<file path="src/rtl/jbr_pkg.sv">
// jbr_pkg: shared constants, codes and payload types for the JPEG bit reader.
// No dependencies; every other file in rtl/ uses it by scoped names.
`timescale 1ns / 1ps
`default_nettype none

package jbr_pkg;

  localparam int STORE_BITS     = 32;
  localparam int MAX_FIELD_BITS = 16;

  localparam int OP_W    = 2;
  localparam int BYTE_W  = 8;
  localparam int WIDTH_W = 5;
  localparam int FIELD_W = 16;
  localparam int STAT_W  = 2;
  localparam int HELD_W  = $clog2(STORE_BITS + 1);

  localparam logic [BYTE_W-1:0] BYTE_FF = 8'hFF;
  localparam logic [BYTE_W-1:0] BYTE_00 = 8'h00;

  typedef enum logic [OP_W-1:0] {
    OP_PUSH    = 2'd0,
    OP_REQUEST = 2'd1,
    OP_ALIGN   = 2'd2,
    OP_EOS     = 2'd3
  } op_t;

  typedef enum logic [STAT_W-1:0] {
    ST_OK        = 2'd0,
    ST_BAD_WIDTH = 2'd1,
    ST_EOS       = 2'd2,
    ST_OVERFLOW  = 2'd3
  } status_t;

  typedef struct packed {
    logic [OP_W-1:0]    op;
    logic [BYTE_W-1:0]  data_byte;
    logic [WIDTH_W-1:0] bit_width;
  } item_t;

  typedef struct packed {
    logic [FIELD_W-1:0] field_value;
    logic [STAT_W-1:0]  status;
  } result_t;

endpackage

`default_nettype wire

</file>
<file path="src/rtl/jbr_ifs.sv">
// jbr_ifs: valid/ready channel interfaces for commands and results.
// Depends on jbr_pkg for field widths.
`timescale 1ns / 1ps
`default_nettype none

interface jbr_cmd_if;
  logic                        valid;
  logic                        ready;
  logic [jbr_pkg::OP_W-1:0]    op;
  logic [jbr_pkg::BYTE_W-1:0]  data_byte;
  logic [jbr_pkg::WIDTH_W-1:0] bit_width;

  modport source (output valid, op, data_byte, bit_width, input ready);
  modport sink   (input valid, op, data_byte, bit_width, output ready);
endinterface

interface jbr_rsp_if;
  logic                        valid;
  logic                        ready;
  logic [jbr_pkg::FIELD_W-1:0] field_value;
  logic [jbr_pkg::STAT_W-1:0]  status;

  modport source (output valid, field_value, status, input ready);
  modport sink   (input valid, field_value, status, output ready);
endinterface

`default_nettype wire

</file>
<file path="src/rtl/jbr_in_stage.sv">
// jbr_in_stage: input register for command words.
// Depends on jbr_pkg and jbr_cmd_if.
`timescale 1ns / 1ps
`default_nettype none

module jbr_in_stage (
  input  logic            clk,
  input  logic            rst,
  jbr_cmd_if.sink         cmd,
  input  logic            advance,
  output logic            item_valid,
  output jbr_pkg::item_t  item
);

  logic accept;

  assign cmd.ready = !item_valid || advance;
  assign accept    = cmd.valid && cmd.ready;

  always_ff @(posedge clk) begin
    if (rst) begin
      item_valid <= 1'b0;
    end else if (accept) begin
      item_valid <= 1'b1;
    end else if (advance) begin
      item_valid <= 1'b0;
    end
  end

  always_ff @(posedge clk) begin
    if (accept) begin
      item.op        <= cmd.op;
      item.data_byte <= cmd.data_byte;
      item.bit_width <= cmd.bit_width;
    end
  end

endmodule

`default_nettype wire

</file>
<file path="src/rtl/jbr_core.sv">
// jbr_core: bit store, unstuffing and field extraction; one word per cycle while go is high.
// Depends on jbr_pkg.
`timescale 1ns / 1ps
`default_nettype none

module jbr_core (
  input  logic             clk,
  input  logic             rst,
  input  logic             go,
  input  jbr_pkg::item_t   item,
  output logic             res_valid,
  output jbr_pkg::result_t res
);

  localparam int SB = jbr_pkg::STORE_BITS;
  localparam int HW = jbr_pkg::HELD_W;
  localparam int WW = jbr_pkg::WIDTH_W;
  localparam int FW = jbr_pkg::FIELD_W;

  logic [SB-1:0] bit_store, bit_store_next;
  logic [HW-1:0] bits_held, bits_held_next;
  logic          after_ff, after_ff_next;
  logic [WW-1:0] waiting_width, waiting_width_next;
  logic          request_waiting, request_waiting_next;

  logic [SB-1:0] src_store;
  logic [HW-1:0] src_held;
  logic          take_en;
  logic [WW-1:0] take_w;
  logic [HW-1:0] take_w_ext;
  logic [HW-1:0] taken_held;
  logic [SB-1:0] shifted;
  logic [FW-1:0] field_mask;
  logic [HW-1:0] aligned_held;
  jbr_pkg::op_t  op;

  assign op           = jbr_pkg::op_t'(item.op);
  assign take_w_ext   = HW'(take_w);
  assign taken_held   = src_held - take_w_ext;
  assign shifted      = src_store >> taken_held;
  assign field_mask   = ~({FW{1'b1}} << take_w);
  assign aligned_held = {bits_held[HW-1:3], 3'b000};

  always_comb begin
    bit_store_next       = bit_store;
    bits_held_next       = bits_held;
    after_ff_next        = after_ff;
    waiting_width_next   = waiting_width;
    request_waiting_next = request_waiting;
    src_store            = bit_store;
    src_held             = bits_held;
    take_en              = 1'b0;
    take_w               = item.bit_width;
    res_valid            = 1'b0;
    res.field_value      = '0;
    res.status           = jbr_pkg::ST_OK;

    unique case (op)
      jbr_pkg::OP_PUSH: begin
        if (after_ff && item.data_byte == jbr_pkg::BYTE_00) begin
          // stuffed zero after 0xFF: drop it
          after_ff_next = 1'b0;
        end else if (bits_held + HW'(8) > HW'(SB)) begin
          after_ff_next = 1'b0;
          res_valid     = 1'b1;
          res.status    = jbr_pkg::ST_OVERFLOW;
        end else begin
          src_store      = (bit_store << 8) | SB'(item.data_byte);
          src_held       = bits_held + HW'(8);
          bit_store_next = src_store;
          bits_held_next = src_held;
          after_ff_next  = (item.data_byte == jbr_pkg::BYTE_FF);
          if (request_waiting && src_held >= HW'(waiting_width)) begin
            take_en              = 1'b1;
            take_w               = waiting_width;
            request_waiting_next = 1'b0;
            res_valid            = 1'b1;
          end
        end
      end
      jbr_pkg::OP_REQUEST: begin
        if (item.bit_width > WW'(jbr_pkg::MAX_FIELD_BITS)) begin
          res_valid  = 1'b1;
          res.status = jbr_pkg::ST_BAD_WIDTH;
        end else if (bits_held >= HW'(item.bit_width)) begin
          take_en              = 1'b1;
          request_waiting_next = 1'b0;
          res_valid            = 1'b1;
        end else begin
          // hold the request until pushes bring enough bits
          waiting_width_next   = item.bit_width;
          request_waiting_next = 1'b1;
        end
      end
      jbr_pkg::OP_ALIGN: begin
        // drop the unread rest of the partly consumed byte
        bits_held_next = aligned_held;
        bit_store_next = bit_store & ~({SB{1'b1}} << aligned_held);
      end
      jbr_pkg::OP_EOS: begin
        if (request_waiting) begin
          request_waiting_next = 1'b0;
          res_valid            = 1'b1;
          res.status           = jbr_pkg::ST_EOS;
        end
      end
      default: begin
        res_valid = 1'b0;
      end
    endcase

    if (take_en) begin
      res.field_value = shifted[FW-1:0] & field_mask;
      bits_held_next  = taken_held;
      bit_store_next  = src_store & ~({SB{1'b1}} << taken_held);
    end
  end

  always_ff @(posedge clk) begin
    if (rst) begin
      bit_store       <= '0;
      bits_held       <= '0;
      after_ff        <= 1'b0;
      waiting_width   <= '0;
      request_waiting <= 1'b0;
    end else if (go) begin
      bit_store       <= bit_store_next;
      bits_held       <= bits_held_next;
      after_ff        <= after_ff_next;
      waiting_width   <= waiting_width_next;
      request_waiting <= request_waiting_next;
    end
  end

endmodule

`default_nettype wire

</file>
<file path="src/rtl/jbr_out_stage.sv">
// jbr_out_stage: result register that holds a word until the sink takes it.
// Depends on jbr_pkg and jbr_rsp_if.
`timescale 1ns / 1ps
`default_nettype none

module jbr_out_stage (
  input  logic             clk,
  input  logic             rst,
  jbr_rsp_if.source        rsp,
  input  logic             load,
  input  jbr_pkg::result_t res,
  output logic             can_load
);

  logic                        valid;
  logic [jbr_pkg::FIELD_W-1:0] field_value;
  logic [jbr_pkg::STAT_W-1:0]  status;

  assign can_load        = !valid || rsp.ready;
  assign rsp.valid       = valid;
  assign rsp.field_value = field_value;
  assign rsp.status      = status;

  always_ff @(posedge clk) begin
    if (rst) begin
      valid <= 1'b0;
    end else if (load) begin
      valid <= 1'b1;
    end else if (rsp.ready) begin
      valid <= 1'b0;
    end
  end

  always_ff @(posedge clk) begin
    if (load) begin
      field_value <= res.field_value;
      status      <= res.status;
    end
  end

endmodule

`default_nettype wire

</file>
<file path="src/rtl/jpeg_bit_reader_unstuff.sv">
// jpeg_bit_reader_unstuff: top level of the JPEG entropy bit reader.
// Depends on jbr_pkg, jbr_ifs, jbr_in_stage, jbr_core, jbr_out_stage.
//
//   channel | dir | payload                        | handshake
//   --------+-----+--------------------------------+-------------
//   cmd     | in  | op, data_byte, bit_width       | valid/ready
//   rsp     | out | field_value, status            | valid/ready
//
// A word is registered on accept, processed by the core when it advances and its
// result, if any, is registered for rsp.
// One word per cycle while rsp is taken.
// rsp backpressure stalls the core and then the input register.
// rst (synchronous) empties the bit store and both registers.
`timescale 1ns / 1ps
`default_nettype none

module jpeg_bit_reader_unstuff (
  input  logic      clk,
  input  logic      rst,
  jbr_cmd_if.sink   cmd,
  jbr_rsp_if.source rsp
);

  logic             item_valid;
  jbr_pkg::item_t   item;
  logic             can_load;
  logic             advance;
  logic             res_valid;
  jbr_pkg::result_t res;

  assign advance = item_valid && can_load;

  jbr_in_stage u_in (
    .clk        (clk),
    .rst        (rst),
    .cmd        (cmd),
    .advance    (advance),
    .item_valid (item_valid),
    .item       (item)
  );

  jbr_core u_core (
    .clk       (clk),
    .rst       (rst),
    .go        (advance),
    .item      (item),
    .res_valid (res_valid),
    .res       (res)
  );

  jbr_out_stage u_out (
    .clk      (clk),
    .rst      (rst),
    .rsp      (rsp),
    .load     (advance && res_valid),
    .res      (res),
    .can_load (can_load)
  );

endmodule

`default_nettype wire

</file>
<file path="src/flat_wrapper.sv">
// flat-port wrapper written by rule: the top's interface ports become plain ports
module jpeg_bit_reader_unstuff_flat 
  (clk, rst, cmd_valid, cmd_op, cmd_data_byte, cmd_bit_width, cmd_ready, rsp_valid, rsp_field_value, rsp_status, rsp_ready);
  jbr_cmd_if cmd_i ();
  jbr_rsp_if rsp_i ();
  input  logic clk;
  input  logic rst;
  input wire logic [$bits(cmd_i.valid)-1:0] cmd_valid;
  input wire logic [$bits(cmd_i.op)-1:0] cmd_op;
  input wire logic [$bits(cmd_i.data_byte)-1:0] cmd_data_byte;
  input wire logic [$bits(cmd_i.bit_width)-1:0] cmd_bit_width;
  output wire logic [$bits(cmd_i.ready)-1:0] cmd_ready;
  output wire logic [$bits(rsp_i.valid)-1:0] rsp_valid;
  output wire logic [$bits(rsp_i.field_value)-1:0] rsp_field_value;
  output wire logic [$bits(rsp_i.status)-1:0] rsp_status;
  input wire logic [$bits(rsp_i.ready)-1:0] rsp_ready;
  assign cmd_i.valid = cmd_valid;
  assign cmd_i.op = cmd_op;
  assign cmd_i.data_byte = cmd_data_byte;
  assign cmd_i.bit_width = cmd_bit_width;
  assign cmd_ready = cmd_i.ready;
  assign rsp_valid = rsp_i.valid;
  assign rsp_field_value = rsp_i.field_value;
  assign rsp_status = rsp_i.status;
  assign rsp_i.ready = rsp_ready;
  jpeg_bit_reader_unstuff u_core (.clk(clk), .rst(rst), .cmd(cmd_i), .rsp(rsp_i));
endmodule
</file>
<file path="config.mk">
export PLATFORM = sky130hd
export DESIGN_NAME = jpeg_bit_reader_unstuff_flat
export DESIGN_NICKNAME = d
export VERILOG_FILES = /design/src/rtl/jbr_pkg.sv /design/src/rtl/jbr_ifs.sv /design/src/rtl/jbr_in_stage.sv /design/src/rtl/jbr_core.sv /design/src/rtl/jbr_out_stage.sv /design/src/rtl/jpeg_bit_reader_unstuff.sv /design/src/flat_wrapper.sv
export SDC_FILE = /design/constraint.sdc
export NUM_CORES = 1
export LEC_CHECK = 0
export BUFFER_PORTS_ARGS = -buffer_cell sky130_fd_sc_hd__buf_2
export CAP_MARGIN = 20
export CORE_MARGIN = 3
export CORE_UTILIZATION = 40
export CTS_BUF_LIST = sky130_fd_sc_hd__clkbuf_2 sky130_fd_sc_hd__clkbuf_4 sky130_fd_sc_hd__clkbuf_8
export CTS_CLUSTER_SIZE = 25
export DETAILED_ROUTE_END_ITERATION = 6
export SLEW_MARGIN = 5
export SYNTH_ARGS = -nofsm -noshare
export SYNTH_HDL_FRONTEND = slang
export SYNTH_HIERARCHICAL = 1
export SYNTH_SLANG_ARGS = --single-unit
</file>
<file path="constraint.sdc">
create_clock -name clk -period 5.96 [get_ports clk]
set_input_delay 1.192 -clock clk [delete_from_list [all_inputs] [get_ports clk]]
set_output_delay 1.192 -clock clk [all_outputs]
set_load 0.01 [all_outputs]
</file>
# Word-level counts from Yosys, hierarchy flattened
# Index checks and enable logic that the tools add are counted.
# Widths: inputs -> output; s select.
word_totals:
  register_bits: 80
  in_bits: 19
  out_inout_bits: 20
  wordCells: 104
op_classes:
  add_sub_neg: 2
  magnitude_cmp: 4
  eq_ne: 9
  shifts: 4
  mux: 42
  bitwise: 9
  reduce_logical: 21
ops:
  columns: ["operator", "n"]
  rows:
  - ["$mux 32", 4]
  - ["$and 32x32->32", 2]
  - ["$not 32->32", 2]
  - ["$pmux 32 s2", 1]
  - ["$shl 32x6->32 const A", 2]
  - ["$or 32x8->32", 1]
  - ["$shr 32x6->16", 1]
  - ["$mux 6", 4]
  - ["$mux 1", 21]
  - ["$mux 5", 4]
  - ["$and 16x16->16", 1]
  - ["$not 16->16", 1]
  - ["$shl 16x5->16 const A", 1]
  - ["$ge 6x5->1", 2]
  - ["$pmux 6 s2", 1]
  - ["$ne 2x2->1 const B", 5]
  - ["$eq 8x8->1 const B", 1]
  - ["$logic_not 8->1", 1]
  - ["$add 6x4->6 const B", 1]
  - ["$gt 6x6->1 const B", 1]
  - ["$mux 2", 3]
  - ["$pmux 1 s3", 2]
  - ["$pmux 2 s3", 1]
  - ["$reduce_and 6->1", 1]
  - ["15 further kinds", 27]

# Logic depth before layout (Yosys ltp)
depth:
  word_depth: 12
  ltp_mapped: 24
  mapped_depth_nobuf: 19

# Hierarchy
# The synthesis kept the hierarchy.
modules_own_cells:
  columns: ["module", "n_inst", "cells_each", "area_per_inst_um2", "seq_area_each_um2"]
  rows:
  - ["jbr_core", 1, 720, 5591.6, 900.9]
  - ["jbr_out_stage", 1, 22, 586.8, 560.5]
  - ["jbr_in_stage", 1, 20, 505.5, 470.5]
  - ["jpeg_bit_reader_unstuff", 1, 2, 12.5, 0.0]

# Worst setup path after synthesis
# OpenSTA, ideal clock, no wires.
synth_path:
  path_type: "register to register"
  from: "reg u_core.u_core.bits_held[3]"
  to: "reg u_core.u_out.field_value (netlist bit u_core/u_out/rsp.field_value[13]) (data pin)"
  setup_ns: 0.290
  arrival_time_ns: 4.721
  t_required_ns: 5.670
  path_slack_ns: 0.950
  stages_incl_launch_ff: 22
  n_path_buf: 4
  period_less_slack_ns: 5.010
  path_cell_list: "dfxtp_1 > inv_1 > ha_1 > or4b_4 > o21ai_4 > and3_1 > buf_6 > buf_4 > nand2_1 > buf_2 > mux2_2 > ha_1 > inv_1 > ha_1 > a2111o_1 > and3_1 > or2_1 > buf_4 > mux4_2 > and2_1 > o21ai_1 > a2111oi_2"
synth_between:
  elab_chain_cells: 10
  word_cells_on_any_way: 26
  cone_classes: "2 x add/sub; 3 x order compare; 2 x shift; 16 x mux; 2 x bitwise; 1 x reduce/logical"
synth_rtl:
  columns: ["element", "line", "text"]
  rows:
  - ["from (decl)", "jbr_core.sv:21", "logic [HW-1:0] bits_held, bits_held_next;"]
  - ["from (signal assigned)", "jbr_core.sv:128", "bits_held <= bits_held_next;"]
  - ["$add 6x4->6", "jbr_core.sv:63, jbr_core.sv:69", null]
  - ["$ge 6x5->1", "jbr_core.sv:73", "if (request_waiting && src_held >= HW'(waiting_width)) begin"]
  - ["$logic_and 1x1->1", "jbr_core.sv:73", null]
  - ["$mux 5", "jbr_core.sv:73", null]
  - ["$mux 5", "jbr_core.sv:63", "end else if (bits_held + HW'(8) > HW'(SB)) begin"]
  - ["$mux 5", "jbr_core.sv:60", "if (after_ff && item.data_byte == jbr_pkg::BYTE_00) begin"]
  - ["$mux 5", "jbr_core.sv:58", "unique case (op)"]
  - ["$sub 6x5->6 or $shl 16x5->16 (tied branches)", "jbr_core.sv:39, jbr_core.sv:41", null]
  - ["$shr 32x6->16 or $not 16->16 (tied branches)", "jbr_core.sv:40, jbr_core.sv:41", null]
  - ["$and 16x16->16", "jbr_core.sv:113", "res.field_value = shifted[FW-1:0] & field_mask;"]
  - ["to (signal assigned)", "jbr_out_stage.sv:36", "field_value <= res.field_value;"]
  - ["to (decl)", "jbr_out_stage.sv:16", "logic [jbr_pkg::FIELD_W-1:0] field_value;"]
# Parallel ways exist; a longest one is shown, timed or not.
# A chain may end at the register's enable or synchronous reset.

# Final worst setup path
layout_path:
  from: "reg u_core.u_core.bits_held[3]"
  to: "reg u_core.u_out.field_value (netlist bit u_core/u_out/rsp.field_value[9]) (data pin)"
# Same word-level chain as after synthesis.

==> impl_metrics.json <==
{
  "outcome": "completed",
  "fillers": 1623,
  "initial_core_util_pct": 41.6,
  "worst_pin_slew_ns": 1.12,
  "dieArea_sq_um": 18300,
  "grt_pass1_vias": 6112,
  "postCtsHoldBufs": 0,
  "io_pins": 39,
  "syn_to_final_growth_pct": 9.17,
  "worst_hold_slack_ns": 0.487,
  "overflow": 0,
  "crit_path_end_kind": "flip-flop",
  "clk_pin_slew_ns": 0.08,
  "dp_hpwl_mm": 16.0,
  "synthCells": 764,
  "clk_path_buf_depth": 2,
  "drc": 0,
  "hold_class": "flip-flop to flip-flop",
  "fin_util_pct": 45.4,
  "fin_crit_ns": 5.68,
  "power.total_mw": 1.61,
  "place_ws_ns": 0.370,
  "drt_first_pass_iters": 5,
  "start_kind": "flip-flop",
  "cts_tree": "done",
  "synth-seq-area-share_pct": 28.8,
  "grt_max_degree": 34,
  "power.leakage_nw": 2.69,
  "insertion_delay_ns": 0.39,
  "fmax_mhz": 176,
  "hold_violations": 0,
  "avgSynthCellArea_sq_um": 8.76,
  "period_share_pct": 95.3,
  "path_class": "flip-flop to flip-flop",
  "num_vias": 6522,
  "drt-wirelength-per-cell_microns": 21.8,
  "drt-initial-drc-count": 809,
  "vdd_ir_drop_max_mv": 0.135,
  "routed_wirelength_mm": 21.8,
  "synth_cell_types": 89,
  "synth_nets": 803,
  "io_buffers": 38,
  "finalNetCount": 820,
  "fin_skew_ns": 0.0212,
  "antenna_left": 0,
  "worstPathMaxFanout": 15,
  "grt_usage_pct": 23.8,
  "n_antenna_cell": 0,
  "clockRootBuffer": "clkbuf_8",
  "report.final.slew_viol_count": 0,
  "cts-htree-levels": 3,
  "synth_flop_cell": "dfxtp_1",
  "synth_edf_count": 33,
  "synth.ff_latch_count": 80,
  "die_x_microns": 135,
  "clock_sinks": 80,
  "slew_headroom_pct": 24.6,
  "core_area_sq_um": 16100,
  "yosysWarnings": 6,
  "grt_pass1_wl_mm": 34.3,
  "power_density_nw_per_um2": 220,
  "setup_viol": 0,
  "antenna_found_initial": 0,
  "worstPathArrival_ns": 5.79,
  "via_per_inst": 6.51,
  "netlist_area_sq_um": 6700,
  "worst_slack_ns": 0.282,
  "dieHeight_microns": 135,
  "cp.required_ns": 6.07,
  "max-cap-violations": 0,
  "gp_congestion": 0.959,
  "synthArstFlopShare_pct": 0,
  "rsz0062_at_grt": "no",
  "fin_tns_setup_ns": 0,
  "row_count": 46,
  "numCtsBuffers": 9,
  "drive_above_1_share_pct": 16.7
}
final timing paths:
path	start	endpoint	slack [ns]	cells past startpoint
min	u_core/u_core/bit_store[31]	u_core/u_core/bit_store[31]	0.49	2
max	u_core/u_core/bits_held[3]	u_core/u_out/rsp.field_value[9]	0.28	15
max reg2reg	u_core/u_core/bits_held[3]	u_core/u_out/rsp.field_value[9]	0.28	15
min reg2reg	u_core/u_core/bit_store[31]	u_core/u_core/bit_store[31]	0.49	2
where the power goes:
group | internal (mW) | switching (mW) | leakage, nW
Clock | 0.246 | 0.213 | 0.114
Combinational | 0.184 | 0.348 | 1.90
Sequential | 0.591 | 0.0261 | 0.673
through the flow:
stage          cell area (sq um)  cells
2_1_floorplan               6700    764
4_1_cts                     7270   1000
3_5_place_dp                7050    984
3_3_place_gp                7050    984
5_1_grt                     7310   1002
6_report                    7310   1002
layer usage:
layer	routed length, microns	GRT usage, %	vias to the layer above
met5	0	0	-
met4	492	8.45	0
met3	1710	4.64	40
met2	9730	35.9	318
met1	9890	33.9	3202
li1	-	-	2962
cells by family after synthesis:
kind of cell,share of synthesized area [%]
fa+ha+maj,3.74
xor+xnor,1.51
simple gates,17.1
buf+inv,5.70
flops,28.8
mux,17.6
compound gates,25.5
worst max-delay path, stage by stage (launching register included):
cell,delay (ns)
dfxtp_1,0.44
inv_1,0.14
ha_1,0.38
ha_1,0.30
nand2b_1,0.06
or2_2,0.31
o2bb2ai_1,0.20
nand2_1,0.32
a21oi_1,0.56
ha_1,0.40
a21oi_1,0.32
or3b_1,0.38
o32a_1,0.33
nand2_1,0.49
nand3_2,0.22
a2111oi_0,0.54
cell usage after synthesis (all sizes together) (3+ instances only):
master    n  area [sq um]
nand3b    6          45.0
or2       7          43.8
nand4     7          43.8
buf      23           160
o21a      4          30.0
mux2      7          78.8
a22oi    17           128
a221oi    8          76.3
nor2     70           268
inv      26          97.6
o22ai     7          43.8
a22o      3          26.3
nand2b    6          52.6
xnor2     3          45.1
mux4     13           293
mux2i    80           805
clkbuf   33           124
a211oi   26           195
o21ai    49           257
and3     13          81.3
ha       20           250
a31oi     5          31.3
a21o      4          30.0
nand2    59           224
o211ai    5          37.5
a211o     3          26.3
xor2      3          33.8
edfxtp   33           991
o31a      5          43.8
a21oi    56           292
nand3    17          90.1
o31ai     7          66.3
and2      7          46.3
dfxtp    47           941
nor4      4          31.3
a2111oi   7          86.3
a311oi   10          87.6
nor3     24           130
or3       6          37.5
final cells by class:
cell class	instances	area [sq um]	share of cell area (%)
clock buffers	11	139	1.90
multi-input cells	603	4430	60.6
flip-flops and latches	80	1930	26.4
inverters	26	97.6	1.33
well taps	216	270	3.70
clock inverters	5	82.6	1.13
repair buffers	61	363	4.96
sequential cells by signal, indices dropped and copies added, names as in the netlist:
name,cells
u_core/u_core/bit_store,32
u_core/u_out/rsp.field_value,16
u_core/u_in/item,15
u_core/u_core/bits_held,6
u_core/u_core/waiting_width,5
u_core/u_out/rsp.status,2
u_core/u_core/after_ff,1
u_core/u_core/request_waiting,1
u_core/u_in/item_valid,1
u_core/u_out/rsp.valid,1
layout by cell type, fill, tap and decap left out, types with 6 or more instances in the layout:
master	instances
mux2i_1	79
nor2_1	68
nand2_1	58
a21oi_1	53
dfxtp_1	47
o21ai_0	45
buf_2	38
edfxtp_1	33
a211oi_1	26
inv_1	24
buf_4	23
nor3_1	22
ha_1	20
a22oi_1	17
nand3_1	16
and3_1	13
mux4_2	13
a311oi_1	10
clkbuf_8	9
mux2_2	7
nand4_1	7
a221oi_1	7
o22ai_1	7
and2_1	6
nand3b_1	6
repair_timing:
action / in CTS / in global routing
endpoints found under the setup margin: 0 / 8
resized for setup: 0 / 3
setup buffers: 0 / 0
Note: power is estimated with default switching activity, not from simulation.
